File: src/rtl/clai_pkg.sv
package clai_pkg;

  localparam int MAX_STEPS_DEF = 32;
  localparam int FRAC_BITS_DEF = 16;

  localparam int MULW  = 33;   // multiplier operand width
  localparam int PRODW = 66;
  localparam int WIDEW = 72;   // headroom for rounding and sums
  localparam int MAGW  = 50;   // |L - target| fits well below this

  // Gauss-Legendre nodes and weights, Q30 rounded to nearest
  localparam longint W_OUTER = ((64'd236926885 << 30) + 64'd500000000) / 64'd1000000000;
  localparam longint W_INNER = ((64'd478628670 << 30) + 64'd500000000) / 64'd1000000000;
  localparam longint W_MID   = ((64'd568888889 << 30) + 64'd500000000) / 64'd1000000000;
  localparam longint N_OUTER = ((64'd906179846 << 30) + 64'd500000000) / 64'd1000000000;
  localparam longint N_INNER = ((64'd538469310 << 30) + 64'd500000000) / 64'd1000000000;

  localparam logic [1:0] REG_CUBIC  = 2'd0;
  localparam logic [1:0] REG_SQUARE = 2'd1;
  localparam logic [1:0] REG_LINEAR = 2'd2;
  localparam logic [1:0] REG_TOL    = 2'd3;

  function automatic logic signed [31:0] sat32(input logic signed [WIDEW-1:0] v);
    logic signed [31:0] res;
    if (v > $signed({{(WIDEW-31){1'b0}}, {31{1'b1}}}))
      res = 32'sh7FFF_FFFF;
    else if (v < -$signed({{(WIDEW-32){1'b0}}, 1'b1, {31{1'b0}}}))
      res = 32'sh8000_0000;
    else
      res = v[31:0];
    return res;
  endfunction

  // round half up, then arithmetic shift
  function automatic logic signed [WIDEW-1:0] rnd_shr(input logic signed [WIDEW-1:0] v,
                                                       input int k);
    logic signed [WIDEW-1:0] one;
    one = {{(WIDEW-1){1'b0}}, 1'b1};
    return (v + (one <<< (k - 1))) >>> k;
  endfunction

endpackage

File: src/rtl/clai_mul.sv
module clai_mul (
  input  logic                               clk,
  input  logic signed [clai_pkg::MULW-1:0]   op_a,
  input  logic signed [clai_pkg::MULW-1:0]   op_b,
  output logic signed [clai_pkg::PRODW-1:0]  prod_r
);

  always_ff @(posedge clk) begin
    prod_r <= op_a * op_b;
  end

endmodule

File: config.mk
export PLATFORM = sky130hd
export DESIGN_NAME = clai_mul
export DESIGN_NICKNAME = d
export VERILOG_FILES = /design/src/rtl/clai_pkg.sv /design/src/rtl/clai_mul.sv
export SDC_FILE = /design/constraint.sdc
export NUM_CORES = 2
export LEC_CHECK = 0
export ABC_AREA = 1
export BUFFER_PORTS_ARGS = -buffer_cell sky130_fd_sc_hd__clkbuf_2
export CAP_MARGIN = 40
export CORE_AREA = 2 2 332 334
export CTS_CLUSTER_DIAMETER = 200
export DETAILED_ROUTE_END_ITERATION = 10
export DIE_AREA = 0 0 334 336
export PLACE_DENSITY = 0.67
export SYNTH_ARGS = -nofsm -noshare
export SYNTH_HDL_FRONTEND = slang
export SYNTH_SLANG_ARGS = --single-unit
export TNS_END_PERCENT = 5
File: constraint.sdc
create_clock -name clk -period 18.7 [get_ports clk]
set_input_delay 2.805 -clock clk [delete_from_list [all_inputs] [get_ports clk]]
set_output_delay 2.805 -clock clk [all_outputs]
set_load 0.05 [all_outputs]
# Word-level counts from Yosys, hierarchy flattened
# Index checks and enable logic that the tools add are counted.
[totals]
output_inout_bits = 66
regBits = 66
input_bits = 67
[classes]
mul = 1
[op_table]
columns = ["op", "n"]
rows = [
  ["multiplier 33 x 33 -> 66 bit", 1],
]

# Logic depth before layout (Yosys ltp)
[logic_depth]
ltp_word = 1
depth_mapped = 34

# Worst setup path after synthesis
# No wires, ideal clock.
[synth_path]
path_type = "input -> register"
from = "in op_a[32] in the netlist's numbering"
to = "reg prod_r[60] in the netlist's numbering"
n_path_buf = 2
arrival_time_ns = 9.448
setup_time_ns = 0.113
stages = 23
setup_slack_ns = 9.139
required_time_ns = 18.587
cell_sequence = "clkbuf_1 -> clkbuf_1 -> nand2_1 -> inv_1 -> fa_1 -> fa_1 -> fa_1 -> fa_1 -> inv_1 -> fa_1 -> fa_1 -> fa_1 -> fa_1 -> inv_1 -> ha_1 -> nand2_1 -> nor2_1 -> inv_1 -> nor3_1 -> nand2_1 -> and2_0 -> nand4_1 -> nand2_1"
[synth_between]
elab_chain_len = 1
[synth_rtl]
columns = ["item", "line_no", "text"]
rows = [
  ["from (decl)", "clai_mul.sv:3", "input logic signed [clai_pkg::MULW-1:0] op_a,"],
  ["multiplier 33 x 33 -> 66 bit", "clai_mul.sv:9", "prod_r <= op_a * op_b;"],
  ["to (signal assigned)", "clai_mul.sv:9", ""],
  ["to (decl)", "clai_mul.sv:5", "output logic signed [clai_pkg::PRODW-1:0] prod_r"],
]
# Every way passes these cells.

# Worst setup path in the final report
[layout_path]
from = "in op_b[9] in the netlist's numbering"
to = "reg prod_r[63] in the netlist's numbering"
[layout_between]
elab_chain_len = 1
[layout_rtl]
columns = ["item", "line_no", "text"]
rows = [
  ["from (decl)", "clai_mul.sv:4", "input logic signed [clai_pkg::MULW-1:0] op_b,"],
  ["multiplier 33 x 33 -> 66 bit", "clai_mul.sv:9", ""],
]
# Every way passes these cells.

==> results.ini <==
[run_status]
outcome = finished clean

[routing]
via_count = 33100
antenna_violating_nets_post_route = 0
detail_route.drc_violations = 0
drtPass1Iterations = 6
drt_iter0_drc = 2350
vias_per_cell = 4.795
routed_wire_length_mm = 120.4
wl_per_cell_um = 17.44

[synthesis]
yosys.area_share.adder_pct = 59.38
yosys.cell_types.count = 35
synth-simple-area-share_pct = 16.59
ys_seq_area_share_pct = 3.060
synth.ff_latch_count = 66
yosysWarnings = 0
yosys-mux-area-fraction_pct = 0
synth_xor_area_share_pct = 0.8317
postSynthNetCount = 6972
synth.avg_cell_area_um2 = 7.789
combinational_family_with_the_most_area_after_synthesis = adder cells
synthesis.area_mm2 = 0.04317
synth_compound_gate_area_share_pct = 1.377
syn-instance-count = 5543

[critical_path]
setup.worst_path.class = in -> reg
crit_required_ns = 18.94
worst_setup_path_start_kind = primary input
worstPathArrival_ns = 10.45
worst_setup_path_end_kind = flop
worstPathMaxFanout = 33

[cts]
post_cts.resized_instances = 0
tritoncts_clock_tree = built
post-cts-setup-buffers = 0
tritoncts.num_buffers = 9
clk_path_buf_depth = 2
root_buffer = sky130_fd_sc_hd__clkbuf_16
clk_pin_slew_ns = 0.05
h_tree_depth_reported_by_cts = 3
cts_hold_buffers = 0
number_of_sinks_handled_by_clock_tree_synthesis = 66

[placed_design]
port-buffer-count = 132
place_hpwl_mm = 102.5
finalWeightedCongestion = 0.9418

[finish]
layout.cells.most_common = sky130_fd_sc_hd__inv_1
number_of_flip_flops_under_the_largest_register_name = 66
fin_nets = 6910
final_layout_size_suffix_gt1_share_pct = 4.867
final_cell_mix = sky130_fd_sc_hd__inv_1 (1893), sky130_fd_sc_hd__nand2_1 (1517), sky130_fd_sc_hd__fa_1 (1145)
reg_top3 = prod_r x66
layout-area-overhead-vs-synth_pct = 6.185
multi_input_area_mm2 = 0.03375
layout.filler_cells = 10850
register_with_the_highest_flop_count = prod_r
postLayoutCoreUtil_pct = 42.29
seqCellArea_mm2 = 0.001321

[run]
max-cap-violations = 0

[timing]
report.final.hold_viol_count = 0
rsz0062_at_grt = no
finalSetupTns_ns = 0
setup_viol = 0
holdWs_ns = 3.186
relSlewSlack_pct = 33.33
slew_violations = 0
finalWorstPathRequiredPeriod_ns = 10.21
timing.final.crit_share_pct = 54.61
fmaxAchievable_ghz = 0.09792
worstMarginPinSlew_ns = 1.000

[die]
fp_rows = 121
initial_core_utilization_pct = 39.83
chipHeight_um = 336
ioPinCount = 133
core-area_mm2 = 0.1084
die-width_um = 334
dieArea_mm2 = 0.1122

[hold_path]
timing.hold.worst.class = in -> reg

[global_route]
grt_pass1_vias = 36840
groute.usage.overall_pct = 22.44
grt_max_degree = 35
grt.overflow.total = 0
initial_antenna_violation_count = 9
grt_pass1_wl_mm = 197.3

-- worst max-delay path, cell delays in order --
cell and delay (ns):
sky130_fd_sc_hd__clkbuf_2 0.71, sky130_fd_sc_hd__nand2_1 0.31, sky130_fd_sc_hd__fa_1 0.69, sky130_fd_sc_hd__fa_1 0.92, sky130_fd_sc_hd__fa_1 0.55, sky130_fd_sc_hd__inv_1 0.38
sky130_fd_sc_hd__fa_1 0.53, sky130_fd_sc_hd__fa_1 0.58, sky130_fd_sc_hd__fa_1 0.44, sky130_fd_sc_hd__fa_1 0.50, sky130_fd_sc_hd__inv_1 0.05, sky130_fd_sc_hd__fa_1 0.47
sky130_fd_sc_hd__inv_1 0.04, sky130_fd_sc_hd__ha_1 0.41, sky130_fd_sc_hd__nand2_1 0.14, sky130_fd_sc_hd__nor2_2 0.18, sky130_fd_sc_hd__nand2_1 0.16, sky130_fd_sc_hd__nor4_1 0.30
sky130_fd_sc_hd__nand2_1 0.12, sky130_fd_sc_hd__nand3_1 0.09, sky130_fd_sc_hd__nand2_1 0.05
-- worst paths after layout --
check	slack, ns	to	from	cells past startpoint
worst max-delay path	8.49	prod_r[63]$_DFF_P_	op_b[9]	21
worst min-delay path	3.19	prod_r[0]$_DFF_P_	op_a[0]	4
-- per-layer routing --
metal,global-route usage [%],part of all wire [%],up-vias
met5,0,0.071,-
met4,6.163,3.1,12
met3,2.958,7.1,228
met2,40.65,51,1286
met1,28.04,39,16700
li1,-,-,14870
-- cell families (layout without fill, tap and decap cells) --
group	Yosys count	in the layout
AO/OA/AOI/OAI	106	106
XOR/XNOR	41	41
adder cells (fa/ha/maj)	1362	1362
buffers and inverters	2158	2101
flip-flops	66	66
other	0	3
AND/OR/NAND/NOR	1810	1810
-- Yosys cell counts, drive strengths merged --
cell | n | area (µm²)
a21oi | 65 | 340.3
or2 | 6 | 37.54
o21a | 1 | 7.510
xor2 | 37 | 324.1
nand3b | 3 | 22.52
nor2 | 154 | 650.6
fa | 1145 | 22920
and2 | 3 | 18.77
o21bai | 14 | 105.1
clkbuf | 262 | 983.4
nand2 | 1534 | 5801
nor4 | 5 | 37.53
nand3 | 78 | 430.4
xnor2 | 4 | 35.03
nand4 | 19 | 118.9
a21boi | 1 | 7.510
inv | 1895 | 7113
dfxtp | 66 | 1321
buf | 1 | 3.750
ha | 217 | 2715
a21o | 2 | 15.01
nor3 | 8 | 45.04
o21ai | 23 | 118.9
-- cell type report --
type | instances | area share, %
Inverter | 1895 | 15.52
Clock buffer | 10 | 0.5213
Timing Repair Buffer | 190 | 3.384
Antenna cell | 3 | 0.01638
Sequential cell | 66 | 2.882
Tap cell | 1414 | 3.859
Clock inverter | 6 | 0.1965
Multi-Input combinational cell | 3319 | 73.62
-- per-stage QoR --
stage                     area, µm²  std cells  setup slack (ns)
after CTS                     45840       6900             8.512
after global routing          45840       6901             8.050
after global placement        44850       6857             8.057
final                         45840       6903             8.488
after detailed placement      45510       6884             8.133
after floorplan               43170       5543             9.139
Power is left out: the tool's default activity adds up to more than one toggle a clock period on the data nets, which glitch-free logic cannot reach.
