File: config.mk
export PLATFORM = sky130hd
export DESIGN_NAME = clai_sqrt
export DESIGN_NICKNAME = d
export VERILOG_FILES = /design/src/rtl/clai_sqrt.sv
export SDC_FILE = /design/constraint.sdc
export NUM_CORES = 1
export LEC_CHECK = 0
export BUFFER_PORTS_ARGS = -buffer_cell sky130_fd_sc_hd__buf_2
export CORE_ASPECT_RATIO = 1.5
export CORE_UTILIZATION = 32
export DETAILED_ROUTE_END_ITERATION = 8
export PLACE_DENSITY = 0.59
export SETUP_SLACK_MARGIN = 0.4
export SKIP_CTS_REPAIR_TIMING = 1
export SYNTH_ARGS = -nofsm -noshare
export SYNTH_HDL_FRONTEND = slang
export SYNTH_SLANG_ARGS = --single-unit
File: constraint.sdc
create_clock -name clk -period 10.81 [get_ports clk]
set_clock_uncertainty 0.15 [all_clocks]
set_input_delay 0.5405 -clock clk [delete_from_list [all_inputs] [get_ports clk]]
set_output_delay 0.5405 -clock clk [all_outputs]
set_load 0.03 [all_outputs]
File: src/rtl/clai_sqrt.sv
module clai_sqrt (
  input  logic        clk,
  input  logic        rst_n,
  input  logic        start,
  input  logic [63:0] radicand,
  output logic        done_r,
  output logic [31:0] root
);

  logic [63:0] v_r, res_r, bit_r;
  logic        busy_r;
  logic [63:0] trial;

  assign trial = res_r + bit_r;
  assign root  = res_r[31:0];

  always_ff @(posedge clk) begin
    if (!rst_n) begin
      busy_r <= 1'b0;
      done_r <= 1'b0;
    end else begin
      done_r <= 1'b0;
      if (start) begin
        busy_r <= 1'b1;
      end else if (busy_r && bit_r[0]) begin
        busy_r <= 1'b0;
        done_r <= 1'b1;
      end
    end
  end

  // one digit per cycle, from bit 62 down
  always_ff @(posedge clk) begin
    if (start) begin
      v_r   <= radicand;
      res_r <= '0;
      bit_r <= 64'd1 << 62;
    end else if (busy_r) begin
      if (v_r >= trial) begin
        v_r   <= v_r - trial;
        res_r <= (res_r >> 1) + bit_r;
      end else begin
        res_r <= res_r >> 1;
      end
      bit_r <= bit_r >> 2;
    end
  end

endmodule

### Word level (Yosys, flattened, before mapping)

Cells that the tools add are included.

| cells by class | value |
|---|---|
| $add $sub $neg | 3 |
| multipliers | 0 |
| divide/modulo/power cells | 0 |
| $lt $le $gt $ge | 1 |
| equality and inequality tests | 0 |
| shifts and indexed selects | 0 |
| multiplexer cells | 7 |
| bitwise operators | 1 |
| reductions and logical operators | 6 |

Operators by type and width:

| cell | count |
|---|---|
| two-way mux 64 bit | 4 |
| adder 63 x 63 -> 64 bit | 1 |
| adder 64 x 63 -> 64 bit | 1 |
| greater-or-equal comparator 64 bit | 1 |
| subtractor 64 bit | 1 |
| nonzero test 2 bit | 3 |
| two-way mux 1 bit | 3 |
| AND reduction 2 bit | 1 |
| OR reduction 2 bit | 1 |
| logical AND 1 bit | 1 |
| inverter 1 bit | 1 |

| storage, ports and cells | value |
|---|---|
| register bits | 162 |
| latch bits | 0 |
| memory bits (writable) | 0 |
| bits in read-only memories | 0 |
| input port bits | 67 |
| output and inout port bits | 33 |
| word-level logic and storage cells | 23 |
| memories kept | 0 |

### Depth between registers and ports, before layout

| logic depth | value |
|---|---|
| depth after elaboration | 5 |
| gate-level depth with buffers | 27 |
| gate-level depth less buffers | 23 |

### Worst setup path after synthesis

No wires, ideal clock.

| timing | value |
|---|---|
| kind | register to register |
| from | register bit_r[0] |
| to | register v_r[0] (enable) |
| library setup time | 574 ps |
| data arrival time | 9189 ps |
| data required time | 10086 ps |
| slack | 897 ps |
| cell stages (with the launch flop) | 25 |
| buffers on the path | 4 |
| period minus slack after synthesis | 9913 ps |
| cells stage by stage | dfxtp_1 ha_1 ha_1 a21o_1 a31oi_1 o21ai_0 a21o_1 a41oi_1 o31ai_1 a211o_1 a221oi_1 xor2_1 ha_1 clkbuf_1 nand4_1 nor4_1 nand2_1 o21ai_1 a221oi_1 o21ai_0 a41oi_1 buf_2 buf_4 buf_4 o21ai_0 |

| between the ends | value |
|---|---|
| longest elaborated chain between the ends | 4 |

RTL lines:

| element | RTL line | RTL |
|---|---|---|
| start, declared | 10 | `logic [63:0] v_r, res_r, bit_r;` |
| start signal, assigned | 37 | `bit_r <= 64'd1 << 62;` |
| start signal, assigned | 45 | `bit_r <= bit_r >> 2;` |
| adder 64 x 63 -> 64 bit | 14 | `assign trial = res_r + bit_r;` |
| greater-or-equal comparator 64 bit | 39 | `if (v_r >= trial) begin` |
| nonzero test 2 bit (no source line) | - |  |
| AND reduction 2 bit (no source line) | - |  |
| end signal, assigned | 35 | `v_r <= radicand;` |
| end signal, assigned | 40 | `v_r <= v_r - trial;` |
| end, declared | 10 |  |

Every way passes these cells.
A chain may end at the register's enable or synchronous reset.

### Worst setup path after layout

| timing | value |
|---|---|
| from | register bit_r[0] |
| to | register v_r[16] (enable) |

Same word-level chain as after synthesis.

==> results.md <==
Placement:
- Buffers placed on the I/O ports in this run total roughly 100.
- The total half-perimeter wirelength after legalization and detailed placement is 38.51 mm.
- The number of placed instances with taps included is 2552.
- In this run the cell area measured after placement is 16120 µm².
- The placement-stage worst setup slack is 2.973 ns.
- The weighted congestion reported at the end of routability-driven placement is 0.9410.

Final layout:
- 0 antenna diodes ended up in the layout.
- The post-route netlist has 9.123% of its cells at a drive strength greater than 1.
- Compared with the post-synthesis result, the final layout area differs by 8.305%.
- The multi-input logic area is between 10000 and 15000 µm².
- In the final design database the tool counted approximately 2200 nets.
- The cell area after layout is 16760 µm².
- The final core utilization is 35.13%.
- The final non-filler cell total is 2584.
- After filler insertion, the fill cell instance count of the layout stands at ~5000.
- In the final layout, flip-flops and latches occupy 3887 µm².

Synth:
- The share of flip-flops with an asynchronous set or reset after synthesis is 0%.
- The cell area that synthesis handed to floorplanning was 15470 µm².
- The average instance area after synthesis is 7.759 µm².
- Counting flops with a built-in enable in the synthesized netlist gives 64.
- Summing the sequential cell areas from Yosys gives 25.10% of the chip area.
- The post-synthesis cell count is approximately 2000.
- The number of library cell types mapped by synthesis is 83.
- Synthesis produced a netlist with a net count of between 2000 and 2500.
- Counting flops and latches in the post-synthesis netlist gives 162.
- In the synthesized netlist the dominant register cell turns out to be sky130_fd_sc_hd__dfxtp_1.
- The synthesis warning total is 0.

Worst setup path:
- The worst setup path is of the reg -> reg kind.
- STA classifies the critical path startpoint as a flop.
- Data on the critical path is required at its endpoint by 10.76 ns.
- The arrival time of the worst setup path is 7.82 ns.
- In this run the worst setup path begins at bit_r[0]$_SDFFE_PP0P_.
- Along the worst path, the maximum fanout reaches 74.
- The reg-to-reg critical path startpoint is bit_r[0]$_SDFFE_PP0P_.
- The critical path endpoint category is a flop.
- The setup slack on the worst flop-to-flop path is ~2.9 ns.

Timing:
- The worst path needs 7.867 ns of the cycle, external delays included.
- The setup slack after layout is 2.943 ns.
- The highest attainable clock frequency is 127.1 MHz.
- Setup violations remaining at the end of the flow were counted as 0.
- In the finished design, the share of the clock period the worst path needs comes to 72.77%.
- The total negative slack is 0 ns.
- The final count of hold timing violations was 0.
- At the pin with the least slew margin, the transition time is 1.003 ns.
- Headroom to the max-slew limit came out at 32.53%.
- The number of slew-limit violations in the final report came to 0.
- Setup repair after global routing left no endpoint under its margin.

Global route:
- The number of antenna violations at the first check in global routing is 1.
- The first global-routing pass estimated 77.44 mm of wire.
- Global routing used 19.93% of the available tracks.
- The largest net degree at the start of global routing is 162.
- The via count of the first global-routing pass is 14370.
- The residual overflow from global routing is 0.

Floorplanning:
- The y dimension of the die is 271.3 µm.
- The floorplan step defined a die boundary enclosing about 49000 µm².
- In this run the core area contains 98 standard-cell rows.
- The I/O pin total is 100.
- Once the floorplan was initialized, standard cells occupied 32.44% of the core.
- Measured along the x axis, the die boundary spans 181.5 µm.
- The core region is 47700 µm².

Power:
- Summed over all cells, the static leakage comes to 6.511 nW.
- Dividing total power by cell area gives a power density of about 220 nW/µm².
- VDD sags by at most 0.0001494 V.

Detailed routing:
- Dividing the detail-routed wire length by the instance count gives 19.15 µm.
- The antenna violation net count after detailed routing is 0.
- The via count is about 15000.
- The count of TritonRoute iterations in the first routing pass is 5.
- The number of design rule violations left after detail routing is 0.
- After detailed routing, the total wire length is 49.48 mm.
- The number of vias per cell after detailed routing is ~5.7.
- The first-iteration detailed-routing DRC count is 1054.

Clocking:
- The total clock sinks is 162.
- The clock passes through at most 2 buffers.
- The clock tree from TritonCTS is yes.
- The clock tree synthesis step divided the H-tree into 4 levels.
- The clock root buffer master is sky130_fd_sc_hd__clkbuf_16.
- The number of buffers created by CTS is 17.
- At the later pin of the worst-skew pair, clock insertion delay measures 0.48 ns.
- The clock transition time at the flip-flop clock pins of the worst setup and hold paths is roughly 0.080 ns.

Hold path:
- The worst hold path belongs to the class in -> reg.
- The startpoint of the most critical hold path is rst_n.

Job:
- The tool flagged a number of max-cap violations equal to 0.

Status:
- The run finished with clean final reports.
[area by class of cell]
cell class | instances | share of cell area (%)
clock buffer | 19 | 2.837
clock inverter | 13 | 0.9483
inverter | 52 | 1.165
multi-input combinational | 1633 | 64.03
sequential | 162 | 23.20
tap | 600 | 4.480
timing repair buffer | 105 | 3.338
[report_power, final]
part | internal (mW) | switching (mW)
Sequential | 0.819 | 0.130
Clock | 0.357 | 0.310
Combinational | 0.763 | 1.27
[placed cells by master (no fill, tap or decap), types with 22 or more instances in the layout]
cell                       instances
sky130_fd_sc_hd__o21ai_0         163
sky130_fd_sc_hd__a21o_1           51
sky130_fd_sc_hd__a211oi_1         40
sky130_fd_sc_hd__inv_1            52
sky130_fd_sc_hd__nor3_1           25
sky130_fd_sc_hd__dfxtp_1          97
sky130_fd_sc_hd__buf_2            98
sky130_fd_sc_hd__a31oi_1          53
sky130_fd_sc_hd__or3_1            22
sky130_fd_sc_hd__mux2i_1          48
sky130_fd_sc_hd__nand4_1          40
sky130_fd_sc_hd__xnor2_1          74
sky130_fd_sc_hd__a21oi_1         136
sky130_fd_sc_hd__nand2_1         205
sky130_fd_sc_hd__o21bai_1         25
sky130_fd_sc_hd__nand3_1          55
sky130_fd_sc_hd__nor2_1          204
sky130_fd_sc_hd__edfxtp_1         64
sky130_fd_sc_hd__xor2_1           74
sky130_fd_sc_hd__ha_1            130
[critical path: stages, from the launching register on]
cell                        delay [ns]
sky130_fd_sc_hd__dfxtp_1          0.41
sky130_fd_sc_hd__ha_1             0.23
sky130_fd_sc_hd__ha_1             0.20
sky130_fd_sc_hd__a21o_1           0.15
sky130_fd_sc_hd__a31oi_1          0.12
sky130_fd_sc_hd__o21ai_0          0.52
sky130_fd_sc_hd__a21o_1           0.27
sky130_fd_sc_hd__and3b_1          0.19
sky130_fd_sc_hd__o21ai_1          0.12
sky130_fd_sc_hd__a2111oi_0        0.85
sky130_fd_sc_hd__o31ai_1          0.23
sky130_fd_sc_hd__ha_1             0.48
sky130_fd_sc_hd__nand4_1          0.28
sky130_fd_sc_hd__nor4_1           0.83
sky130_fd_sc_hd__nand2_1          0.11
sky130_fd_sc_hd__o21ai_1          0.15
sky130_fd_sc_hd__a221oi_1         0.08
sky130_fd_sc_hd__o21ai_0          0.21
sky130_fd_sc_hd__a41oi_4          0.04
sky130_fd_sc_hd__buf_4            0.40
sky130_fd_sc_hd__o21ai_4          0.76
sky130_fd_sc_hd__buf_4            0.63
[worst paths after layout]
kind                                end  cells after the start
setup reg to reg      v_r[16]$_DFFE_PP_                     21
hold / removal      busy_r$_SDFFE_PN0P_                      2
setup / recovery      v_r[16]$_DFFE_PP_                     21
hold reg to reg   res_r[0]$_SDFFE_PP0P_                      2
[routing by layer]
metal | part of all wire, % | track usage [%] | wire length (µm)
met1 | 38 | 20.55 | 18890
met2 | 54 | 38.88 | 26970
met3 | 3.3 | 2.723 | 1629
met4 | 4.0 | 9.657 | 1996
met5 | 0 | 0 | 0
[sequential cells by signal, summed over array words and instances, names as in the netlist]
signal / flops
done_r: 1
bit_r: 32
v_r: 64
busy_r: 1
res_r: 64
[cell usage after synthesis, types with 25 or more instances]
master                     number  share of area (%)
sky130_fd_sc_hd__a21o_1        51                2.5
sky130_fd_sc_hd__dfxtp_1       98                 13
sky130_fd_sc_hd__xnor2_1       74                4.2
sky130_fd_sc_hd__a211oi_1      40                1.9
sky130_fd_sc_hd__clkbuf_1      97                2.4
sky130_fd_sc_hd__buf_4         34                1.6
sky130_fd_sc_hd__edfxtp_1      64                 12
sky130_fd_sc_hd__nand2_1      205                5.0
sky130_fd_sc_hd__ha_1         130                 11
sky130_fd_sc_hd__a21oi_1      136                4.4
sky130_fd_sc_hd__xor2_1        74                4.2
sky130_fd_sc_hd__nor2_1       204                4.9
sky130_fd_sc_hd__o21bai_1      25                1.2
sky130_fd_sc_hd__nand4_1       40                1.6
sky130_fd_sc_hd__inv_1         52                1.3
sky130_fd_sc_hd__o21ai_0      164                5.3
sky130_fd_sc_hd__a31oi_1       53                2.1
sky130_fd_sc_hd__nor3_1        25               0.81
sky130_fd_sc_hd__nand3_1       55                1.8
sky130_fd_sc_hd__mux2i_1       48                3.1
[cells by family after synthesis]
logic type	Yosys count	synth area share [%]
compound gates	634	26.56
xor+xnor	148	8.378
fa+ha+maj	131	10.64
buf+inv	199	5.742
flops	162	25.10
mux	55	3.615
simple gates	665	19.97
[per-stage QoR]
| step | hold WS (ns) | total power, mW |
|---|---|---|
| floorplan | 0.3295 | 2.467 |
| global placement | 0.3433 | 2.950 |
| detailed placement | 0.3521 | 2.965 |
| CTS | 0.1698 | 3.645 |
| global route | 0.1795 | 3.899 |
| finish | 0.1636 | 3.647 |
Power figures use the tool's default switching activity.
