## src/rtl/clai_div.sv

```systemverilog
module clai_div #(
  parameter int DW = 66
) (
  input  logic          clk,
  input  logic          rst_n,
  input  logic          start,
  input  logic [DW-1:0] dividend,
  input  logic [31:0]   divisor,
  output logic          done_r,
  output logic [33:0]   quot
);

  localparam int CW = $clog2(DW + 1);

  logic [DW-1:0] dvd_r;
  logic [31:0]   rem_r;
  logic [33:0]   q_r;
  logic          ovf_r;
  logic          busy_r;
  logic [CW-1:0] cnt_r;
  logic [32:0]   trial;
  logic          ge;

  assign trial = {rem_r, dvd_r[DW-1]};
  assign ge    = trial >= {1'b0, divisor};
  // anything at or above 2^33 saturates the x update the same way
  assign quot  = (ovf_r || q_r[33]) ? {1'b1, 33'd0} : q_r;

  always_ff @(posedge clk) begin
    if (!rst_n) begin
      busy_r <= 1'b0;
      done_r <= 1'b0;
    end else begin
      done_r <= 1'b0;
      if (start) begin
        busy_r <= 1'b1;
      end else if (busy_r && cnt_r == CW'(DW - 1)) begin
        busy_r <= 1'b0;
        done_r <= 1'b1;
      end
    end
  end

  always_ff @(posedge clk) begin
    if (start) begin
      dvd_r <= dividend;
      rem_r <= '0;
      q_r   <= '0;
      ovf_r <= 1'b0;
      cnt_r <= '0;
    end else if (busy_r) begin
      rem_r <= ge ? 32'(trial - {1'b0, divisor}) : trial[31:0];
      dvd_r <= dvd_r << 1;
      ovf_r <= ovf_r | q_r[33];
      q_r   <= {q_r[32:0], ge};
      cnt_r <= cnt_r + CW'(1);
    end
  end

endmodule

```

## config.mk

```make
export PLATFORM = sky130hd
export DESIGN_NAME = clai_div
export DESIGN_NICKNAME = d
export VERILOG_FILES = /design/src/rtl/clai_div.sv
export SDC_FILE = /design/constraint.sdc
export NUM_CORES = 1
export LEC_CHECK = 0
export ABC_AREA = 1
export ABC_CLOCK_PERIOD_IN_PS = 6200
export BUFFER_PORTS_ARGS = -buffer_cell sky130_fd_sc_hd__buf_2
export CAP_MARGIN = 20
export CORE_MARGIN = 3
export CORE_UTILIZATION = 30
export DETAILED_ROUTE_END_ITERATION = 6
export PLACE_DENSITY_LB_ADDON = 0.1
export SYNTH_ARGS = -nofsm -noshare
export SYNTH_HDL_FRONTEND = slang
export SYNTH_SLANG_ARGS = --single-unit
export TNS_END_PERCENT = 30
```

## constraint.sdc

```tcl
create_clock -name clk -period 6.2 [get_ports clk]
set_input_delay 1.24 -clock clk [delete_from_list [all_inputs] [get_ports clk]]
set_output_delay 1.24 -clock clk [all_outputs]
set_load 0.01 [all_outputs]
```

Word-level counts from Yosys, hierarchy flattened
Index checks and enable logic that the tools add are counted.
{"block": "word_totals", "register_bits": 142, "latch_bits": 0, "ramBits": 0, "romBits": 0, "inputBits": 101, "out_inout_bits": 35, "n_memories": 0}
{"block": "classes", "add_sub_neg": 2, "n_mul": 0, "div_mod_pow": 0, "magnitude_cmp": 1, "n_eq_ne": 1, "n_shift": 0, "n_mux": 7, "bitwise": 2, "n_reduce_logical": 5}
{"cell": "$mux W66", "count": 2}
{"cell": "$mux W34", "count": 1}
{"cell": "$ge A33 B32 Y1", "count": 1}
{"cell": "$mux W32", "count": 1}
{"cell": "$sub A32 B32 Y32", "count": 1}
{"cell": "$add A7 B1 Y7 const B", "count": 1}
{"cell": "$eq A7 B7 Y1 const B", "count": 1}
{"cell": "$reduce_bool A2 Y1", "count": 2}
{"cell": "$mux W1", "count": 3}
{"cell": "$reduce_or A2 Y1", "count": 1}
{"cell": "$logic_and A1 B1 Y1", "count": 1}
{"cell": "$logic_or A1 B1 Y1", "count": 1}
{"cell": "$not A1 Y1", "count": 1}
{"cell": "$or A1 B1 Y1", "count": 1}

Depth between registers and ports, before layout
Gate-level depths: netlist of the first run.
{"block": "depth", "word_depth": 4, "ltp_mapped": 17, "mapped_depth_nobuf": 16}

Least setup slack after synthesis of the first run
OpenSTA, ideal clock, no wires.
{"block": "synth_timing", "kind": "input to register", "from": "input start", "to": "register dvd_r[0], enable pin", "setup_time_ps": 456, "arrival_time_ps": 3797, "required_time_ps": 5744, "slack_ps": 1946, "cell_stages": 4, "path_buffers": 2, "path_cell_list": "clkbuf_1 nor2_1 inv_1 clkbuf_1"}
{"block": "synth_via", "elab_chain_cells": 1}
{"item": "from (decl)", "line": "6", "rtl": "input logic start,"}
{"item": "$reduce_bool A2 Y1 (no source line)"}
{"item": "to (signal assigned)", "line": "46", "rtl": "dvd_r <= dividend;"}
{"item": "to (signal assigned)", "line": "53", "rtl": "dvd_r <= dvd_r << 1;"}
{"item": "to (decl)", "line": "15", "rtl": "logic [DW-1:0] dvd_r;"}
No other way between the ends.
A chain may end at the register's enable or synchronous reset.

Final worst setup path of the first run
{"block": "layout_timing", "from": "input divisor[8]", "to": "register rem_r[26]"}
{"block": "layout_via", "elab_chain_cells": 2, "word_cells_on_any_way": 3}
{"item": "from (decl)", "line": "8", "rtl": "input logic [31:0] divisor,"}
{"item": "$sub A32 B32 Y32 / $ge A33 B32 Y1 (equally long branches)", "line": "52, 25"}
{"item": "$mux W32 (*)", "line": "52", "rtl": "rem_r <= ge ? 32'(trial - {1'b0, divisor}) : trial[31:0];"}
{"item": "to (signal assigned)", "line": "52"}
{"item": "to (decl)", "line": "16", "rtl": "logic [31:0] rem_r;"}
Every way passes the cells marked *; elsewhere a longest branch is shown, timed or not.

==> results of run 1 <==
==> metrics by stage <==
step	setup WS [ns]	power (W)	hold slack (ns)
3_5_place_dp	2.57	0.00128	0.461
2_1_floorplan	1.95	0.00120	0.443
3_3_place_gp	2.57	0.00128	0.457
4_1_cts	2.95	0.00241	0.473
5_1_grt	2.80	0.00248	0.486
6_report	3.02	0.00237	0.471
==> logic make-up after synthesis <==
| kind of cell | count (synthesis) | share of synthesized area, % |
|---|---|---|
| and+or+nand+nor | 748 | 35.9 |
| buffers and inverters | 248 | 11.3 |
| DFF | 142 | 41.0 |
| AOI/OAI and AO/OA | 74 | 5.05 |
| adders and majority gates | 35 | 5.21 |
| xor gates and xnor gates | 15 | 1.54 |
==> cell type report <==
| type | instances | area, um2 |
|---|---|---|
| clock buffers | 17 | 425 |
| well taps | 378 | 473 |
| inverters | 210 | 791 |
| flip-flops and latches | 142 | 3500 |
| repair buffers | 141 | 741 |
| fillers | 3117 | 17700 |
| multi-input cells | 872 | 4090 |
| clock inverters | 15 | 199 |
==> state kept, by name, summed over array words and instances (netlist names) <==
signal and flops:
busy_r 1, cnt_r 7, done_r 1, dvd_r 66, ovf_r 1, q_r 34
rem_r 32
==> worst max-delay path: cells and delay by family <==
kind                       cells  cell delay, ns
and+or+nand+nor               12            1.68
buffers and inverters          4            0.24
adders and majority gates      1            0.34
==> per-layer routing <==
metal,vias up,part of all wire (%),global-route usage [%]
met4,4,0.65,3.03
met5,-,0.058,0
met3,11,4.0,3.00
met2,137,43,23.8
met1,3447,52,23.2
li1,4148,-,-
==> report_power, final <==
part           total (W)  switching (W)  internal, W  leakage [nW]
clock network    0.00111       0.000492     0.000619         0.300
registers        0.00105      0.0000142      0.00104          1.29
logic           0.000205       0.000132    0.0000729          3.87
total            0.00237       0.000639      0.00173          5.46
==> how the worst min path moves through the flow <==
stage / endpoint / start / cells past startpoint / slack (ns)
after floorplan: rem_r[10] / rem_r[10] / 2 / 0.44
after global placement: ovf_r / ovf_r / 2 / 0.46
after detailed placement: rem_r[13] / rem_r[13] / 2 / 0.46
after CTS: rem_r[20] / rem_r[20] / 2 / 0.47
after global routing: rem_r[20] / rem_r[20] / 2 / 0.49
final: rem_r[13] / rem_r[13] / 2 / 0.47
==> cells in the final DEF (no fill, tap or decap), types with 17 or more instances in the layout <==
cell type and count:
nand2_1 550, inv_1 206, buf_2 135, nor2_1 80, dfxtp_1 76, nand3_1 68
edfxtp_1 66, o22ai_1 35, ha_1 34, a21oi_1 23, clkbuf_16 17
==> results.txt, run 1 <==
status: finished clean
Vias: 7747
Layout area overhead: 19.5%
placed cells: 1742
latest clock arrival within the worst-skew pair: 0.42 ns
PwrDens: 232 nW/um2
Die X: 175 um
asr flop ratio synth: 0%
postcts setup bufs: 0
share of the synthesized area in the top cell type: 24.1%
global-route wire length before repair: 38.5 mm
ratio of cells with drive above 1 in the final layout: 14.0%
DIE AREA: 30600 um2
Synth top cells by count: nand2_1 (550), inv_1 (207), nor2_1 (82)
cell area after layout: 10200 um2
max_cap viols: 0
pin count of the biggest net entering global routing: 74
Layout Utilization: 36.6%
RR Startpoint: rem_r[7]
crit-path cells: buf_2 -> inv_1 -> ha_1 -> nand2_1 -> inv_1 -> nand2_1 -> nand2_1 -> inv_1 -> nand3_2 -> nand2_1 -> nand2_1 -> nand2_4 -> nand2_8 -> nand2_2 -> nand2_1 -> nand2_1 -> nand2_1
crit path max fanout: 33
Slowest-stage cell, CP: nand2_4
Post-DP HPWL: 17.2 mm
Lkg Pwr: 5.46 nW
skew final: 0.0146 ns
clock-pin slew on the worst setup and hold paths: 0.07 ns
row cnt: 61
Worst EP arrival: 3.50 ns
R2R cell count: 15
Resized cells post-CTS: 0
CTS Buf Count: 17
total length of routed wires: 24.0 mm
most instantiated library cell after synthesis: nand2_1
io pins: 136
DR iter-0 viols: 423
clock root buffer: clkbuf_16
largest cells by area after synthesis: nand2_1 (24%), edfxtp_1 (23%), dfxtp_1 (18%)
CTS tree: yes
fin nets: 1520
clock sink count: 142
area post-placement: 9570 um2
normalized max-slew margin: 37.3%
GR Overflow Total: 0
startpoint type of the worst setup path: input pin
vias in the first global route: 7476
crit path capture: rem_r[26]
CORE AREA: 27900 um2
Gate Count Post-Synth: 1262
maximum vdd drop: 0.160 mV
Final setup viols: 0
Layout Cells excl Fill: 1775
RSZ-0062 raised after global routing: no
WS Path Type: input pin to flop
residual DRC count: 0
initial antenna violation count: 2
ANT cells: 0
reg2reg end: rem_r[26]
Fin. Hold Viols: 0
Post-DRT Antenna Nets: 0
Seq cells post-synth: 142
gp weighted congestion: 0.868
GRT Resource Usage Total: 15.6%
Avg WL per Cell: 13.5 um
max frequency: 314 MHz
area leader, netlist: nand2_1
WP data required: 6.51 ns
Starting Density: 30.6%
IO Port Bufs: 135
CP startpoint: divisor[8]
synthesized cell area: 8550 um2
number of flops mapped to enable cells by yosys: 66
worst slew pin tran: 0.940 ns
Critical Path Sink Type: flop
final clock period utilization by the worst path: 51.4%
TNS Setup: 0 ns
r2r setup slk: 3.63 ns
crit-path most repeated cell: nand2_1
max incr delay on CP: 0.35 ns
Main synth FF type: dfxtp_1
syn avg cell area: 6.78 um2
drt via density: 4.36
Yosys cell types: 39
register area share after synthesis: 41.0%
CTS Buffer Depth: 2
first drt pass iteration count: 5
Slew Viols, Final: 0
worst hold path type: flop to flop
depth of the CTS H-tree: 4
min cycle time layout: 3.18 ns
hold_buf cts: 0
Die Y: 175 um
syn_nets: 1398
YS warnings: 0
(Power assumes the default switching activity.)
==> inputs of run 2 (changes only) <==
- ABC_AREA: 1 -> 0
- ABC_CLOCK_PERIOD_IN_PS: 6200 -> 2800
- clock period: 6.2 -> 2.8 ns (I/O delays scaled with it)
==> run 2 against run 1 <==
Power increased by 140%. Cell area increased by 2.0%. First-iteration DRC count decreased by 34%. Via count decreased by 20%. Critical endpoint is now rem_r[1]. Highest routed layer unchanged.
==> results.txt, run 2 <==
status: finished clean
RSZ-0062 raised after global routing: yes
worst slew pin tran: 0.852 ns
Synth top cells by count: nor2_1 (99), dfxtp_1 (76), edfxtp_1 (66), mux2_2 (66), inv_1 (48)
commonest non-fill, non-tap cells in the layout: buf_2 (134), buf_4 (107), nor2_1 (99)
max reg flops: 66
vias in the first global route: 6263
Post-DRT Antenna Nets: 0
clock root buffer: clkbuf_16
HP Start: rst_n
clock-pin slew on the worst setup and hold paths: 0.06 ns
WP data required: 3.16 ns
Starting Density: 30.8%
row cnt: 58
IO Port Bufs: 135
Hold EP: busy_r
DIE AREA: 28100 um2
Top Registers: dvd_r: 66 flops, q_r: 34 flops, rem_r: 32 flops
largest cells by area after synthesis: edfxtp_1 (25%), dfxtp_1 (19%), mux2_2 (9.5%)
latest clock arrival within the worst-skew pair: 0.43 ns
Vias: 6195
fillers: 2587
Layout Utilization: 41.1%
Seq cells post-synth: 142
WHS Path Cells: 2
max_cap viols: 0
CTS Buf Count: 17
most instantiated library cell after synthesis: nor2_1
io pins: 136
total power: 0.00575 W
depth of the CTS H-tree: 4
GRT Resource Usage Total: 14.0%
register area: 3510 um2
Fin. Hold Viols: 0
Gate Count Post-Synth: 768
skew final: 0.0130 ns
crit path max fanout: 7
CTS tree: yes
min cycle time layout: 2.71 ns
startpoint type of the worst setup path: flop
fin nets: 1131
Lkg Pwr: 4.62 nW
commonest non-fill, non-tap cell in the layout: buf_2
synthesized cell area: 7820 um2
GR Overflow Total: 0
max frequency: 369 MHz
share of the synthesized area in the top cell type: 25.3%
CORE AREA: 25400 um2
Critical Path Sink Type: flop
R2R cell count: 13
Worst EP arrival: 3.06 ns
YS warnings: 0
Die X: 167 um
Slew Viols, Final: 0
normalized max-slew margin: 43.2%
CTS Buffer Depth: 2
hold_buf cts: 0
Main synth FF type: dfxtp_1
syn avg cell area: 10.2 um2
gp weighted congestion: 0.791
residual DRC count: 0
RR Startpoint: dvd_r[65]
DR iter-0 viols: 280
ratio of cells with drive above 1 in the final layout: 39.4%
global-route wire length before repair: 32.2 mm
total length of routed wires: 19.6 mm
Die Y: 167 um
area leader, netlist: edfxtp_1
number of flops mapped to enable cells by yosys: 66
drt via density: 4.62
final clock period utilization by the worst path: 96.7%
worst hold path type: input pin to flop
syn_nets: 904
maximum vdd drop: 0.296 mV
PwrDens: 551 nW/um2
initial antenna violation count: 7
WS Path Type: flop to flop
pin count of the biggest net entering global routing: 67
first drt pass iteration count: 4
asr flop ratio synth: 0%
reg2reg end: rem_r[1]
Layout area overhead: 33.3%
Yosys cell types: 55
register area share after synthesis: 44.8%
Post-DP HPWL: 13.9 mm
r2r setup slk: 0.09 ns
Avg WL per Cell: 14.6 um
clock sink count: 142
area occupied by multi-input gates: 4180 um2
Largest Register: dvd_r
Final setup viols: 0
run 2: cell type report:
cell class | instances | area share, %
Multi-Input combinational cell | 539 | 40.0
Clock buffer | 17 | 4.08
Antenna cell | 2 | 0.0480
Inverter | 48 | 1.76
Sequential cell | 142 | 33.6
Clock inverter | 15 | 1.48
Timing Repair Buffer | 247 | 15.0
Tap cell | 330 | 3.96
run 2: power by group:
| group | switching [W] | internal, W | total, W |
|---|---|---|---|
| clock network | 0.00106 | 0.00118 | 0.00224 |
| logic | 0.000531 | 0.000563 | 0.00109 |
| registers | 0.0000715 | 0.00234 | 0.00241 |
run 2: worst max-delay path, cell delays in order (launching register included):
cell and delay (ns):
edfxtp_1 0.43, inv_2 0.09, ha_4 0.14, buf_6 0.09, nor2b_4 0.03, o31a_1 0.28
o31ai_4 0.26, a211oi_4 0.14, a31o_4 0.29, o21ai_4 0.31, buf_12 0.18, mux2i_4 0.22
mux2i_1 0.09, nor2_1 0.09
run 2: timing repair:
| action | in CTS | in global routing |
|---|---|---|
| resized for setup | 4 | 41 |
| endpoints found under the setup margin | 25 | 32 |
| pin swaps | 3 | 10 |
| buffers inserted | 1 | 3 |
| gates cloned | 1 | 1 |
run 2: cell families (layout without fill, tap and decap cells):
kind of cell,count (synthesis),after routing,share of synthesized area [%]
simple gates,207,207,12.3
buf+inv,88,327,4.56
compound gates,158,159,14.4
fa+ha+maj,35,35,5.69
xor+xnor,28,28,3.13
mux,110,110,15.1
other cells,0,2,0
flops,142,142,44.8
run 2: through the flow:
step | TNS [ns] | setup WS (ns) | hold slack, ns | instances | cell area (um2)
global route | -0.0610 | -0.0375 | 0.394 | 1340 | 10400
CTS | -0.0138 | -0.0138 | 0.358 | 1334 | 10200
global placement | -9.22 | -0.367 | 0.451 | 1300 | 9570
floorplan | 0 | 0.00606 | 0.437 | 768 | 7830
detailed placement | -10.94 | -0.436 | 0.459 | 1300 | 9570
finish | 0 | 0.0935 | 0.369 | 1340 | 10400
run 2: metal layers:
| metal | routed length [um] | track usage, % | up-vias |
|---|---|---|---|
| met5 | 62 | 0 | - |
| met4 | 235 | 3.59 | 10 |
| li1 | - | - | 3196 |
| met2 | 8590 | 21.6 | 106 |
| met3 | 1090 | 4.72 | 21 |
| met1 | 9620 | 18.8 | 2862 |
run 2: how the worst max path moves through the flow:
stage	start	to	slack, ns	cells past startpoint
final	dvd_r[65]	rem_r[1]	0.09	13
after global routing	dvd_r[65]	rem_r[1]	-0.04	13
after CTS	dvd_r[65]	rem_r[28]	-0.01	12
after detailed placement	divisor[0]	rem_r[28]	-0.44	12
after global placement	divisor[0]	rem_r[28]	-0.37	12
after floorplan	divisor[0]	rem_r[28]	0.006	11
